--- config.mk ---
export PLATFORM = sky130hd
export DESIGN_NAME = ilid_cell
export DESIGN_NICKNAME = d
export VERILOG_FILES = /design/src/indexed_list_insert_delete_macros.svh /design/src/ilid_pkg.sv /design/src/ilid_cell.sv
export SDC_FILE = /design/constraint.sdc
export NUM_CORES = 1
export LEC_CHECK = 0
export ABC_AREA = 1
export BUFFER_PORTS_ARGS = -buffer_cell sky130_fd_sc_hd__buf_2
export CORE_AREA = 2 2 105 107
export DETAILED_ROUTE_END_ITERATION = 12
export DIE_AREA = 0 0 107 109
export MAX_ROUTING_LAYER = met4
export PLACE_DENSITY_LB_ADDON = 0.12
export SETUP_SLACK_MARGIN = 0.3
export SYNTH_ARGS = -nofsm -noshare
export SYNTH_HDL_FRONTEND = slang
export SYNTH_SLANG_ARGS = --single-unit
--- constraint.sdc ---
create_clock -name clk_i -period 3.5 [get_ports clk_i]
set_input_delay 0.525 -clock clk_i [delete_from_list [all_inputs] [get_ports clk_i]]
set_output_delay 0.525 -clock clk_i [all_outputs]
set_load 0.02 [all_outputs]
--- src/indexed_list_insert_delete_macros.svh ---
// ----------------------------------------------------------------------------
// Assertion macros for the indexed list block
// Concurrent assertion wrappers that vanish when SYNTH is defined.
// ----------------------------------------------------------------------------
`ifndef INDEXED_LIST_INSERT_DELETE_MACROS_SVH
`define INDEXED_LIST_INSERT_DELETE_MACROS_SVH

`ifndef SYNTH
`define ILID_ASSERT(label, clk, rst_n, prop, msg) \
  label: assert property (@(posedge clk) disable iff (!rst_n) prop) else $error(msg);
`define ILID_ASSERT_ALWAYS(label, clk, prop, msg) \
  label: assert property (@(posedge clk) prop) else $error(msg);
`else
`define ILID_ASSERT(label, clk, rst_n, prop, msg)
`define ILID_ASSERT_ALWAYS(label, clk, prop, msg)
`endif

`endif

--- src/ilid_pkg.sv ---
// ----------------------------------------------------------------------------
// Indexed list package
// Sizes, action and status codes, and the control bundle sent to each cell.
// ----------------------------------------------------------------------------
package ilid_pkg;

  localparam int DEPTH = 64;
  localparam int CW    = $clog2(DEPTH + 1);
  localparam int PW    = $clog2(DEPTH);
  localparam int VW    = 32;

  typedef enum logic [2:0] {
    ACT_APPEND = 3'd0,
    ACT_POP    = 3'd1,
    ACT_INSERT = 3'd2,
    ACT_DELETE = 3'd3,
    ACT_READ   = 3'd4,
    ACT_FIND   = 3'd5
  } action_e;

  localparam logic [2:0] ST_OK       = 3'd0;
  localparam logic [2:0] ST_EMPTY    = 3'd1;
  localparam logic [2:0] ST_FULL     = 3'd2;
  localparam logic [2:0] ST_RANGE    = 3'd3;
  localparam logic [2:0] ST_NOTFOUND = 3'd4;

  typedef enum logic [1:0] {
    CELL_HOLD   = 2'd0,
    CELL_INSERT = 2'd1,
    CELL_DELETE = 2'd2
  } cell_op_e;

  typedef struct packed {
    cell_op_e          op;
    logic [CW-1:0]     op_idx;
    logic [VW-1:0]     op_val;
    logic              clear;
    logic              sweep;
    logic              find;
    logic [VW-1:0]     key;
    logic [CW-1:0]     ridx;
    logic [CW-1:0]     lim;
  } ctrl_t;

  typedef struct packed {
    logic          hit;
    logic [VW-1:0] data;
    logic [PW-1:0] pos;
  } res_t;

endpackage

--- src/ilid_cell.sv ---
// ----------------------------------------------------------------------------
// Indexed list cell
// Holds one entry, shifts with its neighbors, and forwards the search token.
// ----------------------------------------------------------------------------
module ilid_cell (
  input  logic              clk_i,
  input  logic              rst_ni,
  input  logic [ilid_pkg::CW-1:0] my_idx_i,
  input  ilid_pkg::ctrl_t   ctrl_i,
  input  logic [ilid_pkg::VW-1:0] lower_i,
  input  logic [ilid_pkg::VW-1:0] upper_i,
  output logic [ilid_pkg::VW-1:0] value_o,
  input  ilid_pkg::res_t    res_i,
  output ilid_pkg::res_t    res_o
);
  import ilid_pkg::*;

  logic [VW-1:0] value_q, value_d;
  res_t          res_q, res_d;
  logic          hit;

  always_comb begin
    value_d = value_q;
    unique case (ctrl_i.op)
      CELL_INSERT: begin
        if (my_idx_i > ctrl_i.op_idx) begin
          value_d = lower_i;
        end else if (my_idx_i == ctrl_i.op_idx) begin
          value_d = ctrl_i.op_val;
        end
      end
      CELL_DELETE: begin
        if (my_idx_i >= ctrl_i.op_idx) begin
          value_d = upper_i;
        end
      end
      default: begin
      end
    endcase
  end

  assign hit = (my_idx_i < ctrl_i.lim) &&
               (ctrl_i.find ? (value_q == ctrl_i.key) : (my_idx_i == ctrl_i.ridx));

  always_comb begin
    res_d = res_q;
    if (ctrl_i.clear) begin
      res_d = '0;
    end else if (ctrl_i.sweep) begin
      if (hit) begin
        res_d.hit  = 1'b1;
        res_d.data = value_q;
        res_d.pos  = my_idx_i[PW-1:0];
      end else begin
        res_d = res_i;
      end
    end
  end

  always_ff @(posedge clk_i) begin
    value_q <= value_d;
  end

  always_ff @(posedge clk_i or negedge rst_ni) begin
    if (!rst_ni) begin
      res_q <= '0;
    end else begin
      res_q <= res_d;
    end
  end

  assign value_o = value_q;
  assign res_o   = res_q;

endmodule

# ---- After elaboration in Yosys (flattened, before gate mapping)
# Cells that the tools add are included.
dict set report word_totals {
  register_bits 71
  input_bits 202
  out_inout_bits 71
  word_cells 26
}
dict set report classes {
  order_cmp 3
  n_eq_ne 7
  muxes 8
  reduce_logical 4
}
# op count
set op_table {}
lappend op_table {{two-way mux 39 bit} 3}
lappend op_table {{two-way mux 32 bit} 3}
lappend op_table {{one-hot mux 32 bit (2 select lines)} 1}
lappend op_table {{== test 32 bit} 1}
lappend op_table {{== test 7 bit} 2}
lappend op_table {{greater-or-equal comparator 7 bit} 1}
lappend op_table {{greater-than comparator 7 bit} 1}
lappend op_table {{< comparator 7 bit} 1}
lappend op_table {{nonzero test 2 bit} 2}
lappend op_table {{!= test 3 bit (second input constant)} 1}
lappend op_table {{AND reduction 3 bit} 1}
lappend op_table {{== test 2 x 1 -> 1 bit (second input constant)} 1}
lappend op_table {{== test 2 bit (second input constant)} 1}
lappend op_table {{!= test 2 bit (second input constant)} 1}
lappend op_table {{logical AND 1 bit} 1}
lappend op_table {{two-way mux 1 bit} 1}

# ---- Logic depth before layout (Yosys ltp)
dict set report logic_depth {
  depth_word 6
  depth_mapped 15
  depth_no_buf 13
}

# ---- Worst setup path after synthesis
# Ideal clock, no wire load.
dict set report synth_timing {
  path_kind {input -> register}
  start {in ctrl_i[87] (netlist name)}
  end {reg value_q[0], in the netlist value_o[0] (enable)}
  setup_time_ns 0.387
  arrival_ns 1.961
  t_required_ns 3.113
  path_slack_ns 1.153
  path_stages 8
  n_path_buf 0
  cell_sequence {inv_1 > ha_1 > nand2_1 > nor2_1 > nand4_1 > o2111ai_1 > o21ai_0 > inv_1}
}
dict set report synth_between {
  elab_chain_len 3
  elab_cells_between_ends 6
  cone_classes {2 x order compare; 3 x eq/ne; 1 x reduce/logical}
}
# item line
set synth_rtl {}
lappend synth_rtl {{from (decl)} ilid_cell.sv:9} ;# input ilid_pkg::ctrl_t ctrl_i,
lappend synth_rtl {{greater-than comparator 7 bit (tied with other cells)} ilid_cell.sv:26} ;# if (my_idx_i > ctrl_i.op_idx) begin
lappend synth_rtl {{!= test 3 bit (no source line) or != test 2 bit (tied branches)} n/a}
lappend synth_rtl {{AND reduction 3 bit (no source line) *} n/a}
lappend synth_rtl {{to (signal assigned)} ilid_cell.sv:61} ;# value_q <= value_d;
lappend synth_rtl {{to (decl)} ilid_cell.sv:18} ;# logic [VW-1:0] value_q, value_d;
# Mark *: on every way between the ends. The rest lies on a longest branch, timed or not.
# A chain may end at the register's enable or synchronous reset.

# ---- Worst setup path after layout
dict set report layout_timing {
  start {in my_idx_i[6] (netlist name)}
  end {reg value_q[6], in the netlist value_o[6] (data pin)}
}
dict set report layout_between {
  elab_chain_len 3
}
# item line
set layout_rtl {}
lappend layout_rtl {{from (decl)} ilid_cell.sv:8} ;# input logic [ilid_pkg::CW-1:0] my_idx_i,
lappend layout_rtl {{greater-than comparator 7 bit} ilid_cell.sv:26}
lappend layout_rtl {{two-way mux 32 bit} ilid_cell.sv:26}
lappend layout_rtl {{one-hot mux 32 bit (2 select lines)} ilid_cell.sv:24} ;# unique case (ctrl_i.op)
lappend layout_rtl {{net value_d[6]} ilid_cell.sv:18}
# The timed path passes the listed nets, and every way through them passes these cells.

==> reports/results.ini <==
[global_routing]
grt_overflow=0
grt_max_degree=65
grt_pass1_vias=4826
grt_pass1_wl_um=23400
track_usage=0.270
antenna_found_initial=0

[layout]
finalInstanceArea_sq_mm=0.00632
n_antenna_cell=0
finalNonFillerCells=1061
drive_above_1_share=0.330
utilization=0.596
area_growth_pct=35.0
nets=1131

[detailed_routing]
drtPass1Iterations=5
remaining_drc_errors=0
vias_per_cell=4.82
wl_per_cell_um=14.6
drt-initial-drc-count=292
vias=5117
antenna_left=0
routed_wl_um=15500

[yosys]
avgSynthCellArea_sq_um=7.12
muxShareOfSynthArea=0
synth_edf_count=32
synth_top_area_frac=0.208
synth_top_family_by_area=simple AND/OR/NAND/NOR gates
synthMostInstantiatedCell=nand2_1
synthesis.area_sq_mm=0.00468
synth_area_leader_cell=dfrtp_1
ys_types=24
synth_fp_nets=873
synthCells=658
synth_adder_area_share=0.0347
synth-xor-area-share=0.0617
async_flop_share=0.549
synth_seq_cells=71
ys_seq_area_frac=0.414
yosys_most_used_dff=dfrtp_1
yosys.area_share.simple=0.314
synth_compound_area_frac=0.0585
synthTopCellsByArea=dfrtp_1 (21%), edfxtp_1 (21%), nand2_1 (19%)
netlist_top_cells_count=nand2_1 (235), inv_1 (94), nand3_1 (77), nor2_1 (49), dfrtp_1 (39)
yosys_warnings=0

[placed_design]
placedCellCount=1045
numPortBuffers=272
post-place-ws_ns=0.870
hpwl_um=12400
place.gp.congestion=0.983
placed_area_sq_mm=0.00611

[critical_path]
endpoint_kind=register
critical_path_class=input pin to register
arrival_ns=2.47
crit_fanout=22
cp_top_family=buffers and inverters
cp_slowest_cell=inv_1
critical_path.startpoint_type=input pin
cpPeakStageDelay_ns=0.48
startpoint=my_idx_i[6]
crit_top_cell=nand2_1
r2r-start=value_o[17]$_DFFE_PP_
cp.buffers_inverters=3
crit_path_cell_trace=buf_2, ha_1, nand2_1, nor2_1, nand2_1, o211ai_1, nand2_1, inv_1, buf_4, nand2_1, a31oi_1
crit_required_ns=3.68

[clock_network]
ctsHoldBuffers=0
root_buffer=clkbuf_8
post_cts_resized=0
post-cts-setup-buffer-count=0
cts_sinks=71
clkLatencyLatePin_ns=0.34
clk_pin_slew_worst_paths_ns=0.07
cts_tree=built
h-tree-depth=3
cts_buffer_depth=2
cts_made_buffers=9

[power]
p_total_mw=2.52
max-vdd-ir-drop_mv=0.172
p_leak_nw=3.66
power_density_mw_per_mm2=398

[die]
placementRows=38
die_h_um=109
ios=273
initial_utilization=0.442
die_area_sq_mm=0.0117
core_sq_mm=0.0106
die_w_um=107

[timing]
maxSlewHeadroom=0.416
fmax_ghz=0.437
setup_tns_ns=0
period_share=0.653
hold_ws_ns=0.294
worst_pin_slew_ns=0.875
hold_violations=0
fin_crit_ns=2.29
fin_skew_ns=0.00728
report.final.slew_viol_count=0
finalSetupViolCount=0
worst_slack_ns=1.21
rsz0062_at_grt=false

[outcome]
status=completed

[run]
maxCapViolCount=0

[worst_hold_path]
hp-class=input pin to asynchronous set/reset pin

-- state kept, by name, indices dropped and copies added (netlist names) --
| signal | cells |
|---|---|
| value_o | 32 |
| res_o | 39 |
-- cell families (layout without fill, tap and decap cells) --
kind of cell / count (synthesis) / after routing
AOI/OAI and AO/OA: 45 / 45
xor gates and xnor gates: 33 / 33
adders and majority gates: 13 / 13
buffers and inverters: 132 / 395
DFF: 71 / 71
and+or+nand+nor: 364 / 364
-- final timing paths --
| check | end | slack, ns | cells after the start |
|---|---|---|---|
| max | value_o[6]$_DFFE_PP_ | 1.21 | 11 |
| min | res_o[36]$_DFFE_PN0P_ | 0.29 | 1 |
| max reg2reg | res_o[3]$_DFFE_PN0P_ | 1.39 | 11 |
| min reg2reg | res_o[22]$_DFFE_PN0P_ | 0.48 | 2 |
| max in group asynchronous | res_o[22]$_DFFE_PN0P_ | 2.66 | 1 |
| min in group clk_i | res_o[38]$_DFFE_PN0P_ | 0.46 | 5 |
-- power breakdown --
group	switching, mW	internal (mW)
Sequential	0.0832	0.982
Clock	0.308	0.399
Combinational	0.455	0.291
Total	0.846	1.67
-- cell usage in the layout, fill, tap and decap left out, types with 2 or more instances in the layout --
cell	n
buf_2	272
nand2_1	234
inv_1	94
nand3_1	77
nor2_1	47
dfrtp_1	39
a31oi_1	32
xnor2_1	32
edfxtp_1	32
ha_1	13
clkbuf_8	9
buf_4	8
a21oi_1	7
inv_2	5
o21ai_0	3
nor2_2	3
nand2_2	2
bufinv_16	2
-- metal layers --
metal,wire [um],vias up,part of all wire,GRT usage
met5,0,-,0,-
met4,424,0,0.027,0.105
met3,1060,33,0.068,0.0424
met2,7260,237,0.47,0.427
met1,6760,2275,0.44,0.352
li1,-,2572,-,-
-- final cells by class --
cell class | count | area (sq um)
inverter | 99 | 372
tap | 140 | 175
timing repair buffer | 280 | 1420
clock buffer | 10 | 128
fill | 1021 | 4280
clock inverter | 6 | 85.1
sequential | 71 | 1940
multi-input combinational | 455 | 2200
(Power assumes the default switching activity.)
